**config.mk**
```make
export PLATFORM = sky130hd
export DESIGN_NAME = ptu_mul
export DESIGN_NICKNAME = d
export VERILOG_FILES = /design/src/design/ptu_pkg.sv /design/src/design/ptu_mul.sv
export SDC_FILE = /design/constraint.sdc
export NUM_CORES = 1
export LEC_CHECK = 0
export BUFFER_PORTS_ARGS = -buffer_cell sky130_fd_sc_hd__buf_4
export CAP_MARGIN = 20
export CORE_MARGIN = 5
export CORE_UTILIZATION = 60
export DETAILED_ROUTE_END_ITERATION = 6
export GPL_TIMING_DRIVEN = 0
export PLACE_DENSITY_LB_ADDON = 0.15
export SLEW_MARGIN = 20
export SYNTH_ARGS = -nofsm -noshare
export SYNTH_HDL_FRONTEND = slang
export SYNTH_SLANG_ARGS = --single-unit
```
**constraint.sdc**
```tcl
create_clock -name clk_i -period 7 [get_ports clk_i]
set_input_delay 0.35 -clock clk_i [delete_from_list [all_inputs] [get_ports clk_i]]
set_output_delay 0.35 -clock clk_i [all_outputs]
set_load 0.02 [all_outputs]
```
**src/design/ptu_pkg.sv**
```systemverilog
package ptu_pkg;

  localparam int NUM_PARTICLES = 64;
  localparam int IDX_W = (NUM_PARTICLES > 1) ? $clog2(NUM_PARTICLES) : 1;
  localparam int SLOT_W = 6;
  localparam int POS_W = 18;
  localparam int VEL_W = 13;
  localparam int LIFE_W = 17;
  localparam int DT_W = 16;
  localparam int GRAV_W = 12;
  localparam int SS_W = 8;
  localparam int COL_W = 8;
  localparam int CFG_W = 17;
  localparam int MUL_A_W = 22;
  localparam int MUL_B_W = 17;
  localparam int MUL_P_W = MUL_A_W + MUL_B_W;

  localparam logic [IDX_W-1:0] LAST_IDX = IDX_W'(NUM_PARTICLES - 1);

  // Register indexes of the configuration port
  localparam logic [1:0] REG_GRAVITY = 2'd0;
  localparam logic [1:0] REG_SPEED_SCALE = 2'd1;
  localparam logic [1:0] REG_SPAWN_LIFE = 2'd2;

  // Codes on the input and output tuser lines
  localparam logic OP_SPAWN = 1'b0;
  localparam logic OP_TICK = 1'b1;
  localparam logic KIND_ACK = 1'b0;
  localparam logic KIND_REPORT = 1'b1;

  typedef enum logic [11:0] {
    S_IDLE     = 12'b0000_0000_0001,
    S_SP_SCAN  = 12'b0000_0000_0010,
    S_SP_OUT   = 12'b0000_0000_0100,
    S_TK_GRAV  = 12'b0000_0000_1000,
    S_TK_DVY   = 12'b0000_0001_0000,
    S_TK_SCAN  = 12'b0000_0010_0000,
    S_TK_VY    = 12'b0000_0100_0000,
    S_TK_MX    = 12'b0000_1000_0000,
    S_TK_MY    = 12'b0001_0000_0000,
    S_TK_MY2   = 12'b0010_0000_0000,
    S_TK_WB    = 12'b0100_0000_0000,
    S_TK_FLUSH = 12'b1000_0000_0000
  } state_e;

  typedef struct packed {
    logic signed [POS_W-1:0] x;
    logic signed [POS_W-1:0] y;
    logic signed [VEL_W-1:0] vx;
    logic signed [VEL_W-1:0] vy;
    logic [COL_W-1:0]        green;
    logic [LIFE_W-1:0]       life;
  } entry_t;

  typedef struct packed {
    logic                    kind;
    logic                    ok;
    logic [SLOT_W-1:0]       slot;
    logic signed [POS_W-1:0] px;
    logic signed [POS_W-1:0] py;
    logic [COL_W-1:0]        green;
    logic [7:0]              alpha;
    logic                    last;
  } beat_t;

  // floor(life * 255 / 2^16), clamped at 255
  function automatic logic [7:0] alpha_of(input logic [LIFE_W-1:0] life);
    logic [LIFE_W+7:0] m;
    m = {life, 8'b0} - {8'b0, life};
    return (m[LIFE_W+7:16] > 9'd255) ? 8'd255 : m[23:16];
  endfunction

endpackage

```
**src/design/ptu_mul.sv**
```systemverilog
module ptu_mul
  import ptu_pkg::*;
(
  input  logic                      clk_i,
  input  logic                      en_i,
  input  logic signed [MUL_A_W-1:0] a_i,
  input  logic signed [MUL_B_W-1:0] b_i,
  output logic signed [MUL_P_W-1:0] p_o
);

  logic signed [MUL_P_W-1:0] p_q;

  // Registered signed product, held while not enabled
  always_ff @(posedge clk_i) begin
    if (en_i) begin
      p_q <= a_i * b_i;
    end
  end

  assign p_o = p_q;

endmodule

```
==> summary.txt <==
Yosys
  – Net Count, Synth: 2059
  – Mapped Cells: about 1600
  – Largest family of logic cells by synthesized area: adder cells
  – Syn_area_per_cell: 9.49 um^2
  – Post-synthesis xor/xnor area fraction: 0.0244
  – Simple logic cell fraction of the synthesized area: 0.147
  – Async SR Flop Fraction: 0
  – Yosys cell types: 47
  – Synth Cell Area: 14700 um^2
  – Proportion of synthesized area in mux cells: 0
  – Ys Warns: 0
  – Post-synth EDFFs: 39
  – Seq cells post-synth: 39
  – Synth Area in Adders: 0.585
  – Complex-gate fraction of the synthesized area: 0.0462
  – Primary FF master, synth: edfxtp_1
  – Sequential fraction of the synthesis area: 0.0795

Worst hold path
  – Path type of the worst min-delay path: in2reg
  – Hold Crit Depth: 2

Placement
  – Routability Congestion: ~1
  – Setup WS pre-CTS: -0.230 ns
  – Port buffer count: slightly below 80
  – DP HPWL: between 30000 and 40000 um

Global routing
  – Global route overflow: 0
  – Global Route Usage Sum: 0.292
  – Pin count of the biggest net entering global routing: 40
  – Vias in the first global route: between 10000 and 15000
  – Initial antenna violation count: 0
  – First-pass GRT wire length: between 60000 and 70000 um

CTS
  – Root Buffer Master: clkbuf_16
  – Hold Buf Count CTS: 0
  – Max clock buf depth: 2
  – Clk slew on worst S/H paths: roughly 0.070 ns
  – CTS H-Tree Depth: 2
  – Clk sinks: 39
  – CTS tree: yes
  – CTS Buf Count: 5

Layout
  – Area delta synth->final: 7.75%
  – Ant. Diodes: 0
  – Post-layout nets: between 2000 and 2500
  – Share of cells above drive strength 1: 0.0744
  – Number of flip-flops in the largest register: 39
  – Most common cell after layout, fill and taps aside: inv_1
  – Most frequent cells in the layout: inv_1, fa_1, nand2_1, and2_1, ha_1

Floorplanning
  – Site Rows: 57
  – Initial Utilization: 0.608
  – I/O pins: 80
  – DIE HEIGHT: 167 um
  – Core footprint: around 24000 um^2
  – Die W: 167 um
  – Total die area: 27800 um^2

Worst setup path
  – Crit path buffers/inverters: 5
  – CP dominant cell by count: fa_1
  – Delay of the slowest cell on the worst path: around 0.6 ns
  – Worst path depth: 22
  – CP Launch Type: input pin
  – Endpoint class of the critical path: register
  – Cell Chain, Critical Path: buf_4 -> clkbuf_1 -> nand2_1 -> fa_1 -> inv_1 -> fa_1 -> fa_1 -> fa_1 -> fa_1 -> inv_1 -> fa_1 -> inv_1 -> ha_1 -> nand2_1 -> or3_1 -> a311o_1 -> a21oi_1 -> o21ai_1 -> a31oi_1 -> nor2_1 -> a31oi_1 -> xnor2_1
  – Worst EP required: 7.04 ns
  – CP delay by family, top: adder cells
  – Max stage delay cell, worst path: fa_1
  – Max FO, Critical Path: 10
  – WS Path Type: in2reg
  – Worst EP arrival: about 6.9 ns

Timing
  – Min Hold Slack: 0.396 ns
  – Tmin final: approximately 6.8 ns
  – Final setup fails: 0
  – Worst slew margin: 0.445
  – Tcrit/Tclk final: 0.973
  – Final Hold Viols: 0
  – Max Slew Vio Count: 0
  – RSZ-0062 raised after global routing: true
  – FMAX: between 0.1 and 0.15 GHz
  – Slack of the critical path: 0.188 ns
  – Worst slew pin tran: 0.830 ns

Route
  – Antenna Nets Post-Route: 0
  – Vias/cell: roughly 5.4
  – TritonRoute pass-1 iters: 5
  – DR WL/cell: 19.2 um
  – # DRC: 0
  – DRT Wirelength: around 37000 um
  – Detailed router's first-iteration violation count: between 600 and 700
  – Routed vias: ~11000

Status
  – Status: complete, no violations

Flow run
  – Max_cap viols: 0
-- cell type report --
cell class	instances	area (um^2)
Inverter	406	1520
Fill cell	2096	8370
Multi-Input combinational cell	1050	11800
Sequential cell	39	1170
Tap cell	324	405
Clock inverter	3	43.8
Clock buffer	5	125
Buffer	44	193
Timing Repair Buffer	79	593
-- synthesized netlist by cell type, types with 2 or more instances --
cell type,count,area [um^2]
and2_1,169,1060
o21a_1,3,22.5
nand3_1,4,20.0
a21oi_1,35,175
edfxtp_1,39,1170
nor2_1,31,116
a31oi_1,4,25.0
xor2_1,7,61.3
a21o_1,15,113
nand4_1,4,25.0
o211a_1,2,20.0
a21o_2,3,26.3
fa_1,371,7430
o21ai_0,18,90.1
o21ai_1,3,15.0
clkbuf_1,56,210
nand2_1,210,788
nand2b_1,11,68.8
inv_1,406,1520
o21bai_1,5,37.5
ha_1,95,1190
nor2b_1,2,12.5
xnor2_1,34,298
a21oi_2,2,17.5
-- cells by family (layout without fill, tap and decap cells) --
| group | after synthesis | in the layout |
|---|---|---|
| AO/OA/AOI/OAI | 102 | 102 |
| XOR/XNOR | 41 | 41 |
| AND/OR/NAND/NOR | 441 | 441 |
| buffers and inverters | 463 | 537 |
| adder cells (fa/ha/maj) | 466 | 466 |
| flip-flops | 39 | 39 |
-- path summary, 6_finish.rpt --
| path | slack (ns) | to | startpoint |
|---|---|---|---|
| setup / recovery | 0.19 | p_o[38]$_DFFE_PP_ | a_i[4] |
| hold / removal | 0.40 | p_o[0]$_DFFE_PP_ | b_i[0] |
-- per-stage QoR --
step	TNS [ns]	util	std cells	cell area (um^2)
detailed placement	-0.725	0.649	1955	15700
global placement	-0.485	0.649	1955	15700
finish	0	0.655	1950	15900
floorplan	0	-	1552	14700
global route	-0.00722	0.655	1950	15900
CTS	0	0.656	1963	15900
-- layer usage --
metal	share of wire	vias to the layer above	global-route usage
li1	-	4637	-
met1	0.37	5409	0.358
met2	0.51	425	0.513
met3	0.072	94	0.0510
met4	0.050	0	0.123
met5	0	-	0
-- timing repair --
action                     CTS  global route
setup endpoints to repair    0             7
gates resized for setup      0            38
buffers inserted             0             0
Power is not shown: default switching activity piles up to over one toggle a cycle in this logic, so the estimate is an artifact.
